--- config.mk ---
export PLATFORM = sky130hd
export DESIGN_NAME = cpr_cell
export DESIGN_NICKNAME = d
export VERILOG_FILES = /design/src/rtl/cpr_pkg.sv /design/src/rtl/cpr_cell.sv
export SDC_FILE = /design/constraint.sdc
export NUM_CORES = 1
export LEC_CHECK = 0
export ABC_AREA = 1
export BUFFER_PORTS_ARGS = -buffer_cell sky130_fd_sc_hd__buf_2
export CORE_AREA = 2 2 143 145
export DETAILED_ROUTE_END_ITERATION = 8
export DIE_AREA = 0 0 145 147
export PLACE_DENSITY = 0.73
export SLEW_MARGIN = 20
export SYNTH_ARGS = -nofsm -noshare
export SYNTH_HDL_FRONTEND = slang
export SYNTH_SLANG_ARGS = --single-unit
--- constraint.sdc ---
create_clock -name i_clk -period 4.6 [get_ports i_clk]
set_input_delay 0.69 -clock i_clk [delete_from_list [all_inputs] [get_ports i_clk]]
set_output_delay 0.69 -clock i_clk [all_outputs]
set_load 0.1 [all_outputs]
--- src/rtl/cpr_pkg.sv ---
// Shared types and constants of the CORDIC point rotation block.
package cpr_pkg;

    localparam int COORD_W = 32;
    localparam int STEP_W  = 11;
    localparam int DIFF_W  = COORD_W + 1;
    localparam int ANG_W   = 16;
    localparam int CS_W    = 18;
    localparam int ATAN_N  = 15;

    typedef logic signed [COORD_W-1:0] t_coord;
    typedef logic signed [DIFF_W-1:0]  t_diff;
    typedef logic signed [ANG_W-1:0]   t_ang;
    typedef logic signed [CS_W-1:0]    t_cs;

    // Starting cosine, already scaled down by the CORDIC gain (one is 32768).
    localparam t_cs START_COS = 18'sd19898;

    // Arctangent of 2^-i, with 32768 standing for a half turn.
    localparam t_ang ATAN_TABLE [ATAN_N] = '{
        16'sd8192, 16'sd4836, 16'sd2555, 16'sd1297, 16'sd651, 16'sd326, 16'sd163,
        16'sd81, 16'sd41, 16'sd20, 16'sd10, 16'sd5, 16'sd3, 16'sd1, 16'sd1
    };

    // Payload handed along the chain of rotation cells.
    typedef struct packed {
        t_ang   angle;
        t_cs    c;
        t_cs    s;
        t_coord cx;
        t_coord cy;
        t_diff  dx;
        t_diff  dy;
    } t_rot;

    // Rotated offset together with the center it is added back to.
    typedef struct packed {
        t_coord cx;
        t_coord cy;
        t_coord ox;
        t_coord oy;
    } t_off;

endpackage

--- src/rtl/cpr_cell.sv ---
// One CORDIC micro-rotation cell with its own pipeline register.
module cpr_cell #(
    parameter int IDX = 0
) (
    input  logic          i_clk,
    input  logic          i_rst_n,
    input  logic          i_en,
    input  logic          i_valid,
    input  cpr_pkg::t_rot i_data,
    output logic          o_valid,
    output cpr_pkg::t_rot o_data
);
    import cpr_pkg::*;

    // Adding this before the arithmetic shift makes it truncate toward zero.
    localparam t_cs  BIAS   = t_cs'((1 << IDX) - 1);
    localparam t_ang ATAN_I = ATAN_TABLE[IDX];

    t_cs  sc, ss;
    t_rot n_data;
    t_rot r_data;
    logic r_valid;

    always_comb begin
        sc = i_data.c[CS_W-1] ? ((i_data.c + BIAS) >>> IDX) : (i_data.c >>> IDX);
        ss = i_data.s[CS_W-1] ? ((i_data.s + BIAS) >>> IDX) : (i_data.s >>> IDX);
        n_data = i_data;
        if (!i_data.angle[ANG_W-1]) begin
            n_data.c     = i_data.c - ss;
            n_data.s     = i_data.s + sc;
            n_data.angle = i_data.angle - ATAN_I;
        end else begin
            n_data.c     = i_data.c + ss;
            n_data.s     = i_data.s - sc;
            n_data.angle = i_data.angle + ATAN_I;
        end
    end

    always_ff @(posedge i_clk) begin
        if (!i_rst_n) begin
            r_valid <= 1'b0;
        end else if (i_en) begin
            r_valid <= i_valid;
        end
    end

    always_ff @(posedge i_clk) begin
        if (i_en) begin
            r_data <= n_data;
        end
    end

    assign o_valid = r_valid;
    assign o_data  = r_data;

endmodule

-- Word level (Yosys, flattened, before mapping)
Index checks and enable logic that the tools add are counted.
- $add $sub $neg: 6
- multiplexer cells: 3
- operators by type and width (kind ; number):
    52-bit 2-to-1 mux ; 1
    18-bit adder ; 2
    18-bit 2-to-1 mux ; 2
    18-bit subtractor ; 2
    16-bit by 15-bit adder with 16-bit output, second input constant ; 1
    16-bit by 15-bit subtractor with 16-bit output, second input constant ; 1
- bits in registers: 183
- input bits: 186
- output and inout bits: 183
- logic and storage cells: 17

-- Depth between registers and ports, before layout
Gate-level depths: netlist (run 1).
- depth after elaboration: 3
- mapped depth: 15
- gate-level depth less buffers: 15

-- Worst setup path after synthesis (run 1)
No wires, ideal clock.
- kind: in2reg
- start: in i_data[130] (netlist bit)
- end: reg r_data, in the netlist o_data[138] (data pin)
- library setup time: 265 ps
- arrival: 2007 ps
- data required time: 4335 ps
- setup slack: 2328 ps
- stages on the path: 9
- path buffers: 0
- cells stage by stage: ha_1 fa_1 nand2_1 nand3_1 o21ai_1 o21ai_2 or2_1 nand3_1 o21ai_1
- RTL lines (element ; line ; source):
    start, declared ; cpr_cell.sv:9 ; input cpr_pkg::t_rot i_data,
    end signal, assigned ; cpr_cell.sv:49 ; r_data <= n_data;
    end, declared ; cpr_cell.sv:21 ; t_rot r_data;

==> results of run 1 <==
## power by group
| part | switching [uW] | internal (uW) |
|---|---|---|
| sequential | 38.7 | 2000 |
| combinational | 1530 | 292 |
| clock | 664 | 715 |
| total | 2230 | 3010 |
## cells by family after synthesis
| family | after synthesis | share of synthesized area |
|---|---|---|
| fa+ha+maj | 55 | 0.0819 |
| compound gates | 108 | 0.0695 |
| xor+xnor | 13 | 0.0130 |
| flops | 182 | 0.622 |
| buf+inv | 123 | 0.0607 |
| simple gates | 310 | 0.153 |
## path summary, 6_finish.rpt
kind                from     endpoint  depth (start not counted)
max          i_data[139]  o_data[144]                         11
min           i_data[27]   o_data[27]                          1
max reg2reg      o_valid      o_valid                          2
min reg2reg      o_valid      o_valid                          2
## cell usage after synthesis, types with 4 or more instances
cell / count
a21o_1: 4
a21oi_1: 43
buf_2: 5
buf_4: 9
buf_6: 4
edfxtp_1: 181
fa_1: 4
ha_1: 51
inv_1: 94
inv_2: 7
nand2_1: 167
nand2_2: 5
nand3_1: 70
nor2_1: 45
nor2_2: 4
nor3_1: 6
o21ai_0: 35
o21ai_1: 4
o21bai_1: 8
o22ai_1: 5
xor2_1: 13
## area by class of cell
class / count / area, um2
clock buffers: 18 / 429
multi-input cells: 486 / 2780
clock inverters: 14 / 135
inverters: 102 / 383
well taps: 270 / 338
repair buffers: 372 / 1880
flip-flops and latches: 182 / 5460
diodes: 4 / 10.0
fillers: 1702 / 8440
## per-layer routing
layer,share of wire,up-vias,global-route usage,routed length [um]
met5,0.00086,-,0,23
met4,0.026,4,0.0851,688
met3,0.086,39,0.0755,2290
met2,0.48,300,0.401,12900
met1,0.40,3365,0.314,10800
li1,-,3431,-,-
## layout by cell type (no fill, tap or decap), drive strengths merged, types with 18 or more instances in the layout
master and n:
a21oi 46, buf 372, clkbuf 18, edfxtp 181, ha 51, inv 107, nand2 173, nand3 72
nor2 50, o21ai 41
## through the flow
step	power (uW)	cell area, um2	hold slack (ns)
finish	5240	11400	0.430
global placement	3880	10800	0.528
floorplan	3520	8770	0.783
CTS	5280	11400	0.410
detailed placement	3890	10800	0.551
global route	5430	11400	0.402
## state kept, by name (all words and copies together) (netlist names)
name	cells
o_data	181
o_valid	1
==> flow_metrics.py, run 1 <==
metrics = {
    "outcome": {
        "status": "complete, no violations",
    },
    "sta": {
        "fin_worst_skew_ns": 0,
        "max_clock_freq_ghz": 0.442,
        "hold_viol": 0,
        "slew_headroom": 0.350,
        "slew_violations": 0,
        "setup_ws_ns": 2.34,
        "grt_setup_unrepaired": "no",
        "setup_viol": 0,
        "worst_pin_slew_ns": 0.976,
        "period_share": 0.492,
        "fin_setup_tns_ns": 0,
        "period_needed_ns": 2.26,
    },
    "global_route": {
        "grt_pass1_vias": 6746,
        "gr-total-overflow": 0,
        "antenna_found_initial": 3,
        "grt_max_degree": 110,
        "grt_first_pass_wirelength_um": 39000,
        "track_usage": 0.246,
    },
    "drt": {
        "wl_per_cell_um": 18.5,
        "vias_per_cell": 4.93,
        "dr.first_iter.drc_count": 527,
        "vias": 7139,
        "postRouteAntennaNets": 0,
        "finalWirelength_um": 26800,
        "drt_first_pass_iters": 5,
        "drc": 0,
    },
    "power_and_ir_drop": {
        "vdd_ir_drop_max_uv": 234,
        "power.density_nw_per_um2": 459,
        "p_leak_uw": 0.00539,
    },
    "yosys": {
        "synthFlopType": "edfxtp_1",
        "async_flop_share": 0,
        "synthTopCellsByArea": "edfxtp_1 (62%), ha_1 (7.3%), nand2_1 (7.2%), inv_1 (4.0%), nand3_1 (4.0%)",
        "synth_edf_count": 181,
        "synth_top_area_frac": 0.620,
        "ys_types": 39,
        "yosys_register_bits": 182,
        "syn_area_um2": 8770,
        "synth_nets": 1032,
        "synth.largest_area_cell": "edfxtp_1",
        "yosys_warnings": 0,
        "ys_seq_area_frac": 0.622,
        "avgSynthCellArea_um2": 11.1,
        "syn_inst": 791,
    },
    "placement": {
        "post-place-ws_ns": 1.97,
        "dpl.hpwl_um": 21500,
        "io_buffers": 368,
        "dpl.cell_count": 1412,
        "routabilityCongestion": 0.996,
    },
    "worst_setup_path": {
        "path_cells": "buf_2 > inv_1 > ha_1 > nand2_1 > inv_1 > a21boi_1 > nor2_1 > nor2_1 > nand3_1 > nand3_1 > nand2_1",
        "crit_family": "simple AND/OR/NAND/NOR gates",
        "cpPeakStageDelay_ns": 0.47,
        "cp_num_buf_inv": 3,
        "ff2ff_setup_slack_ns": 3.94,
        "path_max_fanout": 13,
        "cpMaxStageDelayCell": "ha_1",
        "required_ns": 4.79,
        "end_kind": "flop",
        "startpoint_type": "input port",
        "criticalPathCategory": "in2reg",
        "arrival_ns": 2.45,
    },
    "layout": {
        "nNetsFinal": 1402,
        "fin_util": 0.575,
        "instances_no_fill": 1448,
        "drive_gt1_frac": 0.367,
        "area_delta_synth_final_pct": 30.1,
    },
    "clock_tree": {
        "post_cts_buffers": 0,
        "clkTransAtPathRegs_ns": 0.07,
        "clkLatencyLatePin_ns": 0.43,
        "htreeDepth": 4,
        "cts.sinks": 182,
        "cts_resized": 0,
        "cts_buffers": 17,
        "root_buffer": "clkbuf_16",
        "cts_hold_buf": 0,
        "clock_path_buffers": 2,
        "cts_tree": "done",
    },
    "floorplanning": {
        "start_util": 0.442,
        "fp.dieArea_um2": 21300,
        "num_io_pins": 369,
        "core_area_um2": 19800,
        "num_rows": 52,
        "die_w_um": 145,
        "die-height_um": 147,
    },
    "min_path": {
        "hold_path_class": "in2reg",
    },
    "run": {
        "maxCapViolCount": 0,
    },
}
Power figures use the tool's default switching activity.
==> run 2, diff against run 1 <==
==> constraint.sdc (replaced) <==
create_clock -name i_clk -period 2.26 [get_ports i_clk]
set_input_delay 0.339 -clock i_clk [delete_from_list [all_inputs] [get_ports i_clk]]
set_output_delay 0.339 -clock i_clk [all_outputs]
set_load 0.1 [all_outputs]
==> flow_metrics.py, run 2 (same netlist as run 1, synthesis figures left out) <==
metrics = {
    "outcome": {
        "status": "complete, no violations",
    },
    "floorplanning": {
        "num_rows": 52,
        "num_io_pins": 369,
        "die_w_um": 145,
        "start_util": 0.442,
        "fp.dieArea_um2": 21300,
        "core_area_um2": 19800,
        "die-height_um": 147,
    },
    "min_path": {
        "hp-start": "i_data[53]",
        "hold_path_class": "in2reg",
    },
    "sta": {
        "max_clock_freq_ghz": 0.525,
        "grt_setup_unrepaired": "no",
        "setup_viol": 0,
        "hold_viol": 0,
        "slew_headroom": 0.620,
        "fin_worst_skew_ns": 0,
        "worst_pin_slew_ns": 0.574,
        "period_share": 0.844,
        "slew_violations": 0,
        "period_needed_ns": 1.91,
    },
    "layout": {
        "stdcell_area_um2": 11700,
        "layout_common_cells": "buf_2 (367), edfxtp_1 (181), nand2_1 (167)",
        "drive_gt1_frac": 0.381,
        "nNetsFinal": 1429,
        "largest_reg_flops": 181,
        "instances_no_fill": 1475,
        "mostFrequentLayoutCell": "buf_2",
        "area_delta_synth_final_pct": 33.1,
    },
    "worst_setup_path": {
        "r2r_start": "o_valid",
        "ff2ff_setup_slack_ns": 1.61,
        "criticalPathCategory": "in2reg",
        "required_ns": 2.45,
        "crit_start": "i_data[142]",
        "startpoint_type": "input port",
        "path_max_fanout": 9,
        "arrival_ns": 2.10,
        "end_kind": "flop",
    },
    "placement": {
        "routabilityCongestion": 0.950,
        "dpl.hpwl_um": 22000,
        "io_buffers": 368,
        "dpl.cell_count": 1439,
        "placed_cell_area_um2": 11100,
    },
    "clock_tree": {
        "clkTransAtPathRegs_ns": 0.08,
        "cts_tree": "done",
        "htreeDepth": 4,
        "root_buffer": "clkbuf_16",
        "cts_buffers": 17,
        "post_cts_buffers": 0,
        "cts.sinks": 182,
        "cts_resized": 0,
        "clkLatencyLatePin_ns": 0.43,
        "clock_path_buffers": 2,
        "cts_hold_buf": 0,
    },
    "global_route": {
        "grt_pass1_vias": 6932,
        "gr-total-overflow": 0,
        "track_usage": 0.251,
        "antenna_found_initial": 1,
        "grt_max_degree": 45,
        "grt_first_pass_wirelength_um": 40100,
    },
    "power_and_ir_drop": {
        "p_leak_uw": 0.00555,
        "vdd_ir_drop_max_uv": 440,
        "power.density_nw_per_um2": 930,
    },
    "drt": {
        "vias_per_cell": 4.92,
        "vias": 7259,
        "finalWirelength_um": 27300,
        "dr.first_iter.drc_count": 501,
        "postRouteAntennaNets": 0,
        "wl_per_cell_um": 18.5,
        "drt_first_pass_iters": 5,
        "drc": 0,
    },
    "run": {
        "maxCapViolCount": 0,
    },
}
## run 2: cell types whose count changed in the layout (fill, tap and decap cells not counted), sizes merged
cell      delta
clkinvlp     -3
buf         +27
clkinv       +1
inv          +2
## run 2: area by class of cell
cell class / instances / area, um2
Clock inverter: 14 / 155
Inverter: 102 / 383
Tap cell: 270 / 338
Timing Repair Buffer: 399 / 2120
Fill cell: 1703 / 8180
Multi-Input combinational cell: 486 / 2780
Antenna cell: 4 / 10.0
Sequential cell: 182 / 5460
Clock buffer: 18 / 429
## run 2: metal layers
metal	share of wire	track usage	routed length (um)	up-vias
met5	0	0	0	-
met4	0.017	0.0718	470	0
met3	0.077	0.0615	2090	26
met2	0.48	0.417	13200	279
met1	0.42	0.329	11600	3454
li1	-	-	-	3500
## run 2: worst max-delay path: stages
cell	delay, ns
buf_2	0.10
inv_1	0.04
ha_1	0.53
o21ai_0	0.26
a21oi_1	0.29
nor2_1	0.07
nor2_1	0.15
nand2_1	0.07
nand2_1	0.06
nand2_1	0.07
nand2_1	0.07
nand2_1	0.05
## run 2: metrics by stage
| stage | setup TNS [ns] | setup WS, ns | power, uW | hold slack, ns | util |
|---|---|---|---|---|---|
| 6_report | 0 | 0.354 | 10800 | 0.0816 | 0.588 |
| 5_1_grt | 0 | 0.197 | 11200 | 0.0583 | 0.587 |
| 4_1_cts | 0 | 0.448 | 10900 | 0.0610 | 0.587 |
| 3_5_place_dp | 0 | 0.000453 | 8000 | 0.517 | 0.558 |
| 3_3_place_gp | -0.0258 | -0.0147 | 7970 | 0.516 | 0.558 |
| 2_1_floorplan | 0 | 0.339 | 7160 | 0.432 | - |
## run 2: final timing paths
path	endpoint	cells past startpoint
setup / recovery	o_data[147]	12
hold reg to reg	o_valid	2
hold / removal	o_data[53]	1
setup reg to reg	o_valid	2
## run 2: power by group
group	internal, uW	switching, uW
clock network	1490	1430
registers	4070	81.1
logic	652	3130
total	6210	4640
==> run 3, diff against run 2 <==
==> constraint.sdc (replaced) <==
create_clock -name i_clk -period 1.8 [get_ports i_clk]
set_input_delay 0.27 -clock i_clk [delete_from_list [all_inputs] [get_ports i_clk]]
set_output_delay 0.27 -clock i_clk [all_outputs]
set_load 0.1 [all_outputs]
==> flow_metrics.py, run 3 (same netlist as run 1, synthesis figures left out) <==
metrics = {
    "sta": {
        "period_share": 0.934,
        "slew_violations": 0,
        "setup_viol": 0,
        "fin_worst_skew_ns": 0,
        "hold_viol": 0,
        "holdWs_ns": 0.0132,
        "max_clock_freq_ghz": 0.595,
        "slew_headroom": 0.604,
        "worst_pin_slew_ns": 0.599,
        "period_needed_ns": 1.68,
    },
    "floorplanning": {
        "die_w_um": 145,
        "start_util": 0.442,
        "num_io_pins": 369,
        "num_rows": 52,
        "core_area_um2": 19800,
        "fp.dieArea_um2": 21300,
        "die-height_um": 147,
    },
    "min_path": {
        "hp-start": "i_data[91]",
        "hold_path_class": "in2reg",
    },
    "power_and_ir_drop": {
        "vdd_ir_drop_max_uv": 543,
        "p_int_uw": 8050,
        "p_sw_frac": 0.426,
        "p_leak_uw": 0.00620,
        "power.share.clock": 0.263,
        "comb_power_share": 0.364,
        "power.density_nw_per_um2": 1080,
        "seqPwrFrac": 0.373,
        "p_switching_uw": 5970,
    },
    "clock_tree": {
        "clkLatencyLatePin_ns": 0.42,
        "cts.sinks": 182,
        "clock_path_buffers": 2,
        "clkTransAtPathRegs_ns": 0.08,
        "post_cts_buffers": 0,
        "cts_buffers": 17,
        "root_buffer": "clkbuf_16",
        "cts_tree": "done",
        "htreeDepth": 4,
    },
    "worst_setup_path": {
        "arrival_ns": 1.87,
        "cpMaxStageDelayCell": "ha_1",
        "crit_start": "i_data[143]",
        "cp_num_buf_inv": 3,
        "path_cells": "buf_2 > inv_1 > ha_1 > nand2_1 > buf_4 > o21ai_0 > a21oi_1 > nand2_1 > nand2_1 > nand3_1 > nand2_1",
        "end_kind": "flop",
        "path_max_fanout": 8,
        "r2r_start": "o_valid",
        "crit_family": "adder cells",
        "startpoint_type": "input port",
        "crit_path_frequent_cell": "nand2_1",
        "cpPeakStageDelay_ns": 0.46,
        "required_ns": 1.99,
        "criticalPathCategory": "in2reg",
    },
    "global_route": {
        "grt_pass1_vias": 7683,
        "track_usage": 0.272,
        "gr-total-overflow": 0,
        "antenna_found_initial": 1,
        "grt_first_pass_wirelength_um": 43900,
        "grt_max_degree": 39,
    },
    "layout": {
        "largest_reg_flops": 181,
        "nNetsFinal": 1576,
        "area_delta_synth_final_pct": 48.3,
        "drive_gt1_frac": 0.396,
        "fillCellCount": 1546,
        "mostFrequentLayoutCell": "buf_2",
        "layout_common_cells": "buf_2 (367), edfxtp_1 (181), nand2_1 (167)",
        "fin_util": 0.655,
        "stdcell_area_um2": 13000,
    },
    "drt": {
        "wl_per_cell_um": 18.8,
        "drt_first_pass_iters": 5,
        "postRouteAntennaNets": 0,
        "dr.first_iter.drc_count": 600,
        "drc": 0,
        "vias_per_cell": 5.00,
        "finalWirelength_um": 30500,
        "vias": 8087,
    },
    "run": {
        "maxCapViolCount": 0,
    },
    "placement": {
        "io_buffers": 368,
        "placed_cell_area_um2": 11600,
        "routabilityCongestion": 0.940,
        "dpl.hpwl_um": 22800,
    },
    "outcome": {
        "status": "complete, no violations",
    },
}
==> run 3: final cells by class <==
| class | instances | area, um2 | area share |
|---|---|---|---|
| flip-flops and latches | 182 | 5460 | 0.420 |
| repair buffers | 546 | 3430 | 0.264 |
| multi-input cells | 486 | 2810 | 0.216 |
| clock buffers | 18 | 429 | 0.0330 |
| inverters | 102 | 383 | 0.0294 |
| well taps | 270 | 338 | 0.0260 |
| clock inverters | 14 | 154 | 0.0118 |
| diodes | 1 | 2.50 | 0.000192 |
==> run 3: worst paths after layout <==
| path | end | slack (ns) | cells past startpoint |
|---|---|---|---|
| worst max-delay path | o_data[145] | 0.12 | 11 |
| worst min-delay path | o_data[91] | 0.01 | 1 |
| worst max register to register | o_valid | 1.13 | 2 |
| worst min register to register | o_valid | 0.59 | 2 |
==> run 3: stage by stage <==
stage                     instances  worst slack [ns]  TNS [ns]  total power, uW
after global routing           1618          -0.00986   -0.0159            14500
after CTS                      1594             0.105         0            14000
final                          1619             0.120         0            14000
after global placement         1507            -0.363     -6.27            10200
after floorplan                 791            0.0121         0             8990
after detailed placement       1507            -0.346     -6.87            10200
==> run 3: routing by layer <==
layer | track usage | routed length, um
met2 | 0.467 | 15400
met1 | 0.351 | 12300
met3 | 0.0618 | 2030
met5 | 0 | 13
met4 | 0.0718 | 710
==> run 3: power groups by stage <==
stage / Combinational, uW / Sequential [uW] / Clock, uW
floorplan: 897 / 8090 / 0
global placement: 4880 / 5300 / 0
detailed placement: 4910 / 5310 / 0
CTS: 5020 / 5220 / 3720
global route: 5310 / 5260 / 3890
finish: 5100 / 5230 / 3680
==> run 3: worst register-to-register path: cells and delay by family, from the launching register on <==
kind           cells  cell delay (ns)
flip-flops         1             0.34
AO/OA/AOI/OAI      2             0.22
==> run 3: repair_timing <==
item | 4_1_cts | 5_1_grt
hold buffers | 55 | 24
endpoints found under the hold margin | 55 | 24
endpoints found under the setup margin | 0 | 10
gates resized for setup | 0 | 6
